<file path="config.mk">
export PLATFORM = sky130hd
export DESIGN_NAME = rqv_front
export DESIGN_NICKNAME = d
export VERILOG_FILES = /design/src/rtl/rqv_pkg.sv /design/src/rtl/rqv_front.sv
export SDC_FILE = /design/constraint.sdc
export NUM_CORES = 1
export LEC_CHECK = 0
export ABC_AREA = 1
export BUFFER_PORTS_ARGS = -buffer_cell sky130_fd_sc_hd__buf_4
export CAP_MARGIN = 25
export CORE_ASPECT_RATIO = 0.7
export CORE_MARGIN = 3
export CORE_UTILIZATION = 57
export CTS_CLUSTER_DIAMETER = 100
export DETAILED_ROUTE_END_ITERATION = 8
export MAX_ROUTING_LAYER = met4
export PLACE_DENSITY_LB_ADDON = 0.12
export RECOVER_POWER = 100
export REMOVE_ABC_BUFFERS = 1
export SYNTH_ARGS = -nofsm -noshare
export SYNTH_HDL_FRONTEND = slang
export SYNTH_SLANG_ARGS = --single-unit
</file>
<file path="constraint.sdc">
create_clock -name clock -period 11.29 [get_ports clock]
set_input_delay 0.5645 -clock clock [delete_from_list [all_inputs] [get_ports clock]]
set_output_delay 0.5645 -clock clock [all_outputs]
set_load 0.02 [all_outputs]
</file>
<file path="src/rtl/rqv_pkg.sv">
package rqv_pkg;

   localparam int CORDIC_STEPS_DEF = 16;
   localparam int CORNER_COUNT = 4;
   localparam int ATAN_LEN = 24;

   localparam int CSR_IDX_W = 3;
   localparam int CSR_DATA_W = 16;

   // working widths
   localparam int XW = 34;   // cordic x/y/z; x/y in Q2.30 with headroom, z in 2^32 per turn
   localparam int TW = 32;   // trig result fed to the multiplier
   localparam int RW = 32;   // radius * scale
   localparam int PW = 65;   // radius*scale*trig
   localparam int DW = 27;   // corner offset, 1/16 pixel
   localparam int VW = 29;   // unsaturated coordinate
   localparam int SQW = 46;  // squash product

   localparam logic [XW-1:0] CORDIC_GAIN = XW'(652032874);
   localparam logic signed [16:0] SQUASH_K = 17'sd45875;

   typedef enum logic [CSR_IDX_W-1:0] {
      REG_RADIUS       = 3'd0,
      REG_CORNER_ANGLE = 3'd1,
      REG_BASE_ANGLE   = 3'd2,
      REG_SCALE        = 3'd3,
      REG_ORIENTATION  = 3'd4,
      REG_U_SCROLL     = 3'd5,
      REG_V_SCROLL     = 3'd6
   } reg_index_type;

   typedef enum logic [1:0] {
      ORI_CAMERA  = 2'd0,
      ORI_FLOOR   = 2'd1,
      ORI_UPRIGHT = 2'd2
   } orient_type;

   typedef struct packed {
      logic signed [15:0] center_x;
      logic signed [15:0] center_y;
      logic signed [15:0] angle_step;
   } req_type;

   typedef struct packed {
      logic [1:0]         corner_index;
      logic signed [23:0] vertex_x;
      logic signed [23:0] vertex_y;
      logic signed [15:0] tex_u;
      logic signed [15:0] tex_v;
      logic               last_corner;
   } rsp_type;

   typedef struct packed {
      logic [15:0]        radius;
      logic [15:0]        corner_angle;
      logic [15:0]        base_angle;
      logic [15:0]        scale_factor;
      logic [1:0]         orientation;
      logic signed [15:0] u_scroll;
      logic signed [15:0] v_scroll;
   } cfg_type;

   // one frame job handed from front to back
   typedef struct packed {
      logic signed [15:0] center_x;
      logic signed [15:0] center_y;
      logic [15:0]        angle0;
      logic [15:0]        angle1;
   } job_type;

   typedef enum logic [2:0] {
      ST_IDLE,
      ST_ROT,
      ST_MUL,
      ST_CRN_A,
      ST_CRN_B
   } back_state_type;

   // atan(2^-i) in 2^32 per turn
   function automatic logic [31:0] atan_val(input logic [4:0] i);
      logic [31:0] r;
      unique case (i)
         5'd0:  r = 32'h20000000;
         5'd1:  r = 32'h12E4051D;
         5'd2:  r = 32'h09FB385B;
         5'd3:  r = 32'h051111D4;
         5'd4:  r = 32'h028B0D43;
         5'd5:  r = 32'h0145D7E1;
         5'd6:  r = 32'h00A2F61E;
         5'd7:  r = 32'h00517C55;
         5'd8:  r = 32'h0028BE53;
         5'd9:  r = 32'h00145F2E;
         5'd10: r = 32'h000A2F98;
         5'd11: r = 32'h000517CC;
         5'd12: r = 32'h00028BE6;
         5'd13: r = 32'h000145F3;
         5'd14: r = 32'h0000A2F9;
         5'd15: r = 32'h0000517C;
         5'd16: r = 32'h000028BE;
         5'd17: r = 32'h0000145F;
         5'd18: r = 32'h00000A2F;
         5'd19: r = 32'h00000517;
         5'd20: r = 32'h0000028B;
         5'd21: r = 32'h00000145;
         5'd22: r = 32'h000000A2;
         5'd23: r = 32'h00000051;
         default: r = 32'h0;
      endcase
      return r;
   endfunction

   function automatic logic signed [23:0] sat24(input logic signed [VW-1:0] v);
      logic signed [23:0] r;
      if (v > VW'(signed'(24'sh7FFFFF))) begin
         r = 24'sh7FFFFF;
      end else if (v < VW'(signed'(-24'sh800000))) begin
         r = -24'sh800000;
      end else begin
         r = v[23:0];
      end
      return r;
   endfunction

endpackage

</file>
<file path="src/rtl/rqv_front.sv">
module rqv_front import rqv_pkg::*; (
   input  logic    clock,
   input  logic    reset,
   input  logic    push,
   output logic    full,
   input  req_type req_word,
   input  cfg_type cfg,
   input  logic    job_pop,
   output logic    job_valid,
   output job_type job
);

   logic [15:0] phase_ff, phase_in;
   job_type     queue_ff [2];
   logic        wr_ptr_ff, rd_ptr_ff;
   logic [1:0]  count_ff;
   logic        do_push, do_pop;
   job_type     new_job;

   assign full = (count_ff == 2'd2);
   assign job_valid = (count_ff != 2'd0);
   assign job = queue_ff[rd_ptr_ff];
   assign do_push = push && !full;
   assign do_pop = job_pop && job_valid;

   always_comb begin
      phase_in = phase_ff + req_word.angle_step;
      new_job.center_x = req_word.center_x;
      new_job.center_y = req_word.center_y;
      new_job.angle0 = cfg.base_angle + phase_in;
      // half turn minus twice the corner angle, on from corner 0
      new_job.angle1 = 16'h8000 - {cfg.corner_angle[14:0], 1'b0} + new_job.angle0;
   end

   always_ff @(posedge clock) begin
      if (reset) begin
         phase_ff <= '0;
         wr_ptr_ff <= 1'b0;
         rd_ptr_ff <= 1'b0;
         count_ff <= '0;
      end else begin
         if (do_push) begin
            phase_ff <= phase_in;
            wr_ptr_ff <= !wr_ptr_ff;
         end
         if (do_pop) begin
            rd_ptr_ff <= !rd_ptr_ff;
         end
         count_ff <= count_ff + 2'(do_push) - 2'(do_pop);
      end
   end

   always_ff @(posedge clock) begin
      if (do_push) begin
         queue_ff[wr_ptr_ff] <= new_job;
      end
   end

endmodule

</file>
== After elaboration in Yosys (flattened, before gate mapping) ==
Memories as Yosys holds them, arrays and structs flattened. A register that Yosys moved wholly into a read port is not among the register bits.
Index checks and enable logic that the tools add are counted.
Operators by class
  reductions and logical operators: 6
  mux-type cells: 4
  equal/unequal tests: 1
  add/subtract/negate cells: 6
Operators with widths (number)
  16-bit adder: 3
  16-bit subtractor, first input constant: 1
  1-bit two-way mux: 4
  1-bit zero test: 3
  2-bit by 1-bit adder with 2-bit output: 1
  2-bit equality test, second input constant: 1
  1-bit logical AND: 2
  2-bit nonzero test: 1
  2-bit by 1-bit subtractor with 2-bit output: 1
Storage, ports and cells
  memories: 1
  memory bits (writable): 128
  register bits after elaboration: 20
  logic and storage cells: 22
  output and inout bits: 66
  input bits: 150
Memories
  queue_ff: depth 2, bits a word 64, read ports 1, clocked after Yosys merged registers in 1, wr ports 1, RTL line rqv_front.sv:14  | job_type queue_ff [2];

== Logic depth before layout (Yosys ltp) ==
Gate-level depths: netlist (run 1).
  depth in word-level cells: 5
  gate-level depth with buffers: 28
  mapped depth without buffers: 28

== Worst setup path before layout (run 1) ==
OpenSTA, ideal clock, no wires.
  path kind: in2reg
  start: input req_word[0] in the netlist's numbering
  end: memory queue_ff[0][15] in the netlist's numbering, data pin
  buffers on the path: 0
  library setup time: 0.257 ns
  slack: 6.784 ns
  required time: 11.033 ns
  arrival: 4.249 ns
  cell stages on the path: 28
  cells stage by stage: ha_1 -> fa_1 -> nand3_1 -> nand2_1 -> a21boi_2 -> o21ai_1 -> a21oi_1 -> xor2_1 -> inv_1 -> ha_1 -> nand2_1 -> inv_1 -> nand4_1 -> nand3_1 -> a21oi_1 -> nor2_1 -> nor2_1 -> xnor2_1 -> ha_1 -> ha_1 -> inv_1 -> nor3_1 -> o21ai_0 -> o311ai_0 -> a31oi_1 -> inv_1 -> nand3_1 -> nand2_1
RTL lines
  from (decl): RTL line rqv_front.sv:6  | input req_type req_word,
  to (decl): RTL line rqv_front.sv:14

==> key figures, run 1 <==
STA
  – Final Hold Vio Count: 0
  – Final period util: 0.467
  – Setup-failing EPs final: 0
  – Relative slew margins: -1.45
  – Max Clock Freq: between 150 and 200 MHz
  – RSZ-0062 raised after global routing: no
  – Least-Margin Pin Slew: 3.67 ns
  – Hold Slack: 0.353 ns
  – Worst Clk Skew: 0.0148 ns
  – Fin Setup TNS: 0 ns
  – Final Max Slew Viols: 170
  – Post-route setup slack: approximately 6 ns
  – Post-layout min period: roughly 5.3 ns

Clocking
  – Clk buf depth: 2
  – CTS HTree Levels: 4
  – CTS tree: done
  – CTS Buf Count: 17
  – Number of buffers added for setup after CTS: 0
  – Clk sinks: 147
  – Post-CTS resize count: 0
  – Clock slew at reported path FFs: roughly 0.07 ns
  – Root Buffer: clkbuf_16
  – Cts hold-fix bufs: 0
  – Worst-Skew Late Latency: 0.42 ns

Global route
  – Initial antenna violation count: 0
  – First-pass GRT wire length: 25,500 um
  – Vias in the first global route: 5,323
  – GRT Resource Usage Total: 0.224
  – Largest net degree at the start of global routing: between 60 and 70
  – Gr ovfl total: 0

Floorplanning
  – Placeable Area: 0.0128 sq mm
  – Ports: about 220
  – Die extent in y: 103 um
  – Die Wd: 145 um
  – Die area: 0.0150 sq mm
  – FP Rows: 34
  – Initial Utilization: 0.603

Layout
  – Area delta synth->final: 21.2%
  – Share of layout cells above drive strength 1: 0.237
  – Post-layout net count: 1,039
  – Antenna cells: 0
  – Final instance area: 0.00935 sq mm

Power and ir drop
  – Share of total power in the clock network: 0.169
  – Leak: 4.03 nW
  – Psw: 1.41 mW
  – Gate power share: 0.530
  – Switching part of the total: 0.428
  – PwrDens: between 300 and 400 mW/mm^2
  – Cell-internal power: 1.89 mW
  – Maximum vdd drop: just under 0.2 mV
  – Sequential share of power: 0.302

Yosys
  – Post-synth EDFFs: between 100 and 150
  – Synth Cell Area: approximately 0.0077 sq mm
  – Synth cell count leaders: 126 x edfxtp_1, 80 x inv_1, 80 x nand2_1
  – Cells after Synth: between 600 and 700
  – Post-synth top area cell: edfxtp_1
  – Synth top area share: 0.490
  – Synth area leaders: edfxtp_1 49%, ha_1 9.7%, mux2_2 9.2%
  – Most common cell in the netlist: edfxtp_1
  – Sequential area share after synthesis: 0.545
  – Fraction of registers with async set/reset: 0
  – Count of distinct cell types in the synthesized netlist: 42
  – Number of synthesis warnings: 0
  – Syn Area/Cell: 11.6 sq um
  – #FFs+latches synth: 147
  – Predominant post-synthesis flop cell: edfxtp_1

Run status
  – Violated checks: capacitance limit, slew limit
  – Status: finished, violations left

Place
  – Setup Slack @ Placement: 5.95 ns
  – IO buf count: 148
  – Placer Congestion: ~0.94
  – DP HPWL: 11,600 um
  – Dpl cell area: 0.00904 sq mm

Setup path
  – Crit-path max cell delay: 0.40 ns
  – Crit path launch type: register
  – CP max-delay cell: fa_1
  – Worst Path Arrival: 5.43 ns
  – Worst Setup End Kind: register
  – CP Max Fanout: 3
  – Crit path kind: register to register
  – CP required: 11.44 ns

Detailed routing
  – Post-Route WL: between 15,000 and 20,000 um
  – TritonRoute pass-1 iters: 5
  – Starting DRT DRC Count: between 300 and 400
  – DRC viols: 0
  – Routed len/inst: 16.1 um
  – Vias post-DR: 5,272
  – Vias per inst: 5.17
  – Final ANT Viol Nets: 0

Run
  – Max-cap violation count: 3

Hold path
  – Min-Delay Path Class: input pin to register
cell usage in the layout (no fill, tap or decap), types with 2 or more instances in the layout:
master,instances
dfxtp_1,21
clkbuf_16,17
mux2_2,58
clkbuf_1,69
inv_8,7
xor2_1,25
o21bai_1,2
nor3_1,4
nor2_1,45
or2_2,2
mux2_1,5
nand2_2,9
nand3_1,22
buf_4,57
a21boi_0,2
clkinvlp_4,3
clkbuf_4,26
inv_1,80
a21o_1,2
edfxtp_1,126
o21ai_0,26
a21oi_1,36
ha_1,60
clkinv_4,2
xnor2_1,15
nor2_4,3
fa_1,3
a31oi_1,3
nand2_1,81
nand4_1,3
a21oi_2,4
nand3_2,4
layout make-up:
type / count / area (sq um)
flip-flops and latches: 147 / 4200
fillers: 934 / 3460
multi-input cells: 427 / 3150
repair buffers: 152 / 882
clock buffers: 17 / 425
inverters: 81 / 304
well taps: 180 / 225
clock inverters: 15 / 163
state kept, by name, indices dropped and copies added, names as in the netlist, named ones only:
| register | cells |
|---|---|
| phase_ff | 16 |
| rd_ptr_ff | 1 |
| wr_ptr_ff | 1 |
| count_ff | 2 |
| queue_ff | 126 |
metal layers:
metal,share of wire,GRT usage,wire [um]
met1,0.46,0.281,7500
met2,0.47,0.372,7720
met3,0.050,0.0401,826
met4,0.020,0.0883,320
met5,0,-,0
power by group through the flow:
stage	Sequential, mW	Combinational [mW]	Clock, mW
6_report	0.996	1.75	0.557
5_1_grt	1.01	1.94	0.590
2_1_floorplan	0.995	1.30	0
4_1_cts	0.989	1.85	0.567
3_3_place_gp	0.988	1.76	0
3_5_place_dp	0.999	1.83	0
worst paths after layout:
check               startpoint         endpoint  slack [ns]  cells after the start
setup / recovery   phase_ff[0]  queue_ff[0][15]        6.02                     28
setup reg to reg   phase_ff[0]  queue_ff[0][15]        6.02                     28
hold / removal    req_word[43]  queue_ff[0][59]        0.35                      1
hold reg to reg    phase_ff[2]      phase_ff[2]        0.48                      2
worst max-delay path, delay by kind of cell, from the launching register on:
family / cells / cell delay (ns)
flops: 1 / 0.31
simple gates: 10 / 0.94
fa+ha+maj: 5 / 1.59
xor+xnor: 2 / 0.56
compound gates: 7 / 1.22
buf+inv: 4 / 0.38
metrics by stage:
step,cells,utilization,total power [mW]
after floorplan,655,-,2.30
after global placement,987,0.706,2.74
after detailed placement,987,0.706,2.83
after CTS,1019,0.752,3.41
after global routing,1019,0.730,3.54
final,1019,0.730,3.30
kinds of logic (layout without fill, tap and decap cells):
group	after synthesis	after routing	synth area share
AND/OR/NAND/NOR	179	179	0.103
flip-flops	147	147	0.545
buffers and inverters	94	265	0.0472
AO/OA/AOI/OAI	82	82	0.0624
adder cells (fa/ha/maj)	63	63	0.105
multiplexers	63	63	0.0919
XOR/XNOR	40	40	0.0454
Note: power is estimated with default switching activity, not from simulation.
==> inputs of run 2 (changes only) <==
CORE_UTILIZATION = 53   (was 57)
clock period = 5.4 ns   (was 11.29 ns; I/O delays follow)
==> run 2 against run 1 <==
  * Global-route usage is 1.5 points lower
  * Critical path type unchanged
  * Final cell count is 1.1% higher
  * Power rose by 110%
  * Critical endpoint unchanged
  * Core utilization shrank 6.8 points
  * Clock-buffer cell count is 1 higher
  * First-iteration DRC count fell by 1.9%
  * Clock power increased by 100%
  * Largest power group unchanged
  * Sequential share of layout area increased by 0.084 points
  * Worst hold slack got worse by 0.30 ns
  * The flow still finishes with violations (capacitance limit, slew limit)
  * Routed wire length is 1.7% lower
  * Via count up 1.1%
==> key figures, run 2 (same netlist as run 1, synthesis figures left out) <==
Global route
  – Largest net degree at the start of global routing: 49
  – Vias in the first global route: 5,312
  – Gr ovfl total: 0
  – GRT Resource Usage Total: 0.209
  – Initial antenna violation count: 0
  – First-pass GRT wire length: roughly 25,000 um

STA
  – Final Hold Vio Count: 0
  – Final Max Slew Viols: between 100 and 150
  – RSZ-0062 raised after global routing: no
  – Setup-failing EPs final: 0
  – Hold Slack: ~0.052 ns
  – Worst Clk Skew: 0.0221 ns
  – Final period util: 0.938
  – Relative slew margins: -0.825
  – Fin Setup TNS: 0 ns
  – Max Clock Freq: 197 MHz
  – Least-Margin Pin Slew: 2.73 ns
  – Post-layout min period: 5.07 ns

Setup path
  – CP Max Fanout: 5
  – Worst path depth: 24
  – Worst r2r path cells: 24
  – Sum of buffers and inverters on the critical path: 2
  – CP required: 5.56 ns
  – Crit path launch type: register
  – Crit path cell chain: ha_1 -> fa_1 -> nand3_1 -> nand2_1 -> a21boi_2 -> xnor2_1 -> ha_1 -> nand2_1 -> inv_1 -> a21oi_1 -> nand2_1 -> a21boi_0 -> o21ai_0 -> xor2_1 -> ha_1 -> ha_1 -> nand2_1 -> nor3_1 -> o21ai_0 -> o311ai_0 -> a31oi_1 -> inv_1 -> nand3_1 -> nand2_1
  – CP max-delay cell: fa_1
  – Most used cell, CP: nand2_1
  – Worst Setup End Kind: register
  – Crit path kind: register to register
  – Worst R2R Setup Slack: 0.33 ns
  – Worst Path Arrival: around 5.2 ns
  – Cell family with most CP delay: adder cells
  – Crit-path max cell delay: 0.41 ns

Run
  – Max-cap violation count: 3

Detailed routing
  – Vias per inst: 5.17
  – Vias post-DR: 5,328
  – Final ANT Viol Nets: 0
  – Post-Route WL: 16,100 um
  – Starting DRT DRC Count: 305
  – Routed len/inst: 15.6 um
  – DRC viols: 0
  – TritonRoute pass-1 iters: 5

Floorplanning
  – FP Rows: 36
  – Die extent in y: approximately 110 um
  – Die area: around 0.016 sq mm
  – Die Wd: 150 um
  – Placeable Area: 0.0141 sq mm
  – Ports: between 200 and 250
  – Initial Utilization: 0.547

Place
  – IO buf count: 148
  – Dpl cell area: 0.00905 sq mm
  – DP HPWL: 11,800 um
  – Placer Congestion: 0.891

Run status
  – Violated checks: capacitance limit, slew limit
  – Status: finished, violations left

Power and ir drop
  – PwrDens: 732 mW/mm^2
  – Maximum vdd drop: 0.393 mV
  – Pwr Total: just under 7 mW
  – Leak: ~4 nW

Layout
  – Post-layout util: 0.662
  – Top reg by flops: queue_ff
  – Regs by FF count: queue_ff x126, phase_ff x16, count_ff x2
  – Final instance area: around 0.0093 sq mm
  – Area delta synth->final: 20.9%
  – Commonest non-fill, non-tap cell in the layout: edfxtp_1
  – Antenna cells: 0
  – Post-layout net count: 1,040
  – Max reg flops: 126
  – Highest-count cells in the layout ignoring fill and taps: 126 x edfxtp_1, 81 x nand2_1, 80 x inv_1, 73 x clkbuf_1, 61 x mux2_2
  – Share of layout cells above drive strength 1: 0.237

Clocking
  – CTS tree: done
  – Clk buf depth: 2
  – CTS HTree Levels: 4
  – Worst-Skew Late Latency: 0.42 ns
  – Clk sinks: around 150
  – Cts hold-fix bufs: 0
  – CTS Buf Count: 17
  – Clock slew at reported path FFs: approximately 0.06 ns
  – Root Buffer: clkbuf_16

Hold path
  – Worst hold path cell count: 1
  – Min-Delay Path Class: input pin to register
[run 2: cell count changes in the layout (fill, tap and decap cells not counted), sizes merged]
| cell | change |
|---|---|
| clkinv | +3 |
| clkbuf | +5 |
| inv | -1 |
| buf | -3 |
| clkinvlp | -3 |
[run 2: report_power, final]
part | internal (mW) | switching [mW] | leakage, nW
Sequential | 1.96 | 0.0995 | 1.35
Clock | 0.648 | 0.489 | 0.284
Combinational | 1.33 | 2.31 | 2.39
Total | 3.93 | 2.90 | 4.03
[run 2: final cells by class]
cell class	instances	area [sq um]
fill	1111	4770
clock buffer	18	429
tap	190	238
sequential	147	4200
multi-input combinational	427	3140
clock inverter	14	141
inverter	81	304
timing repair buffer	153	873
[run 2: through the flow]
step                cells  setup slack, ns
floorplan             655             1.18
global placement      997            0.459
detailed placement    997            0.295
CTS                  1029            0.353
global route         1030           0.0412
finish               1030            0.332
[run 2: timing repair]
item                                    CTS  global route
endpoints found under the setup margin    0             2
resized for setup                         0             1
setup buffers                             0             0
[run 2: final timing paths]
kind                                    from               to
worst min register to register   phase_ff[0]      phase_ff[0]
worst min-delay path            req_word[37]  queue_ff[1][53]
worst max register to register   phase_ff[0]  queue_ff[0][15]
worst max-delay path             phase_ff[0]  queue_ff[0][15]
[run 2: per-layer routing]
layer	GRT usage	wire length, um	vias up
li1	-	-	2633
met1	0.276	7210	2520
met4	0.0594	176	0
met3	0.0427	921	12
met5	-	0	-
met2	0.332	7790	163
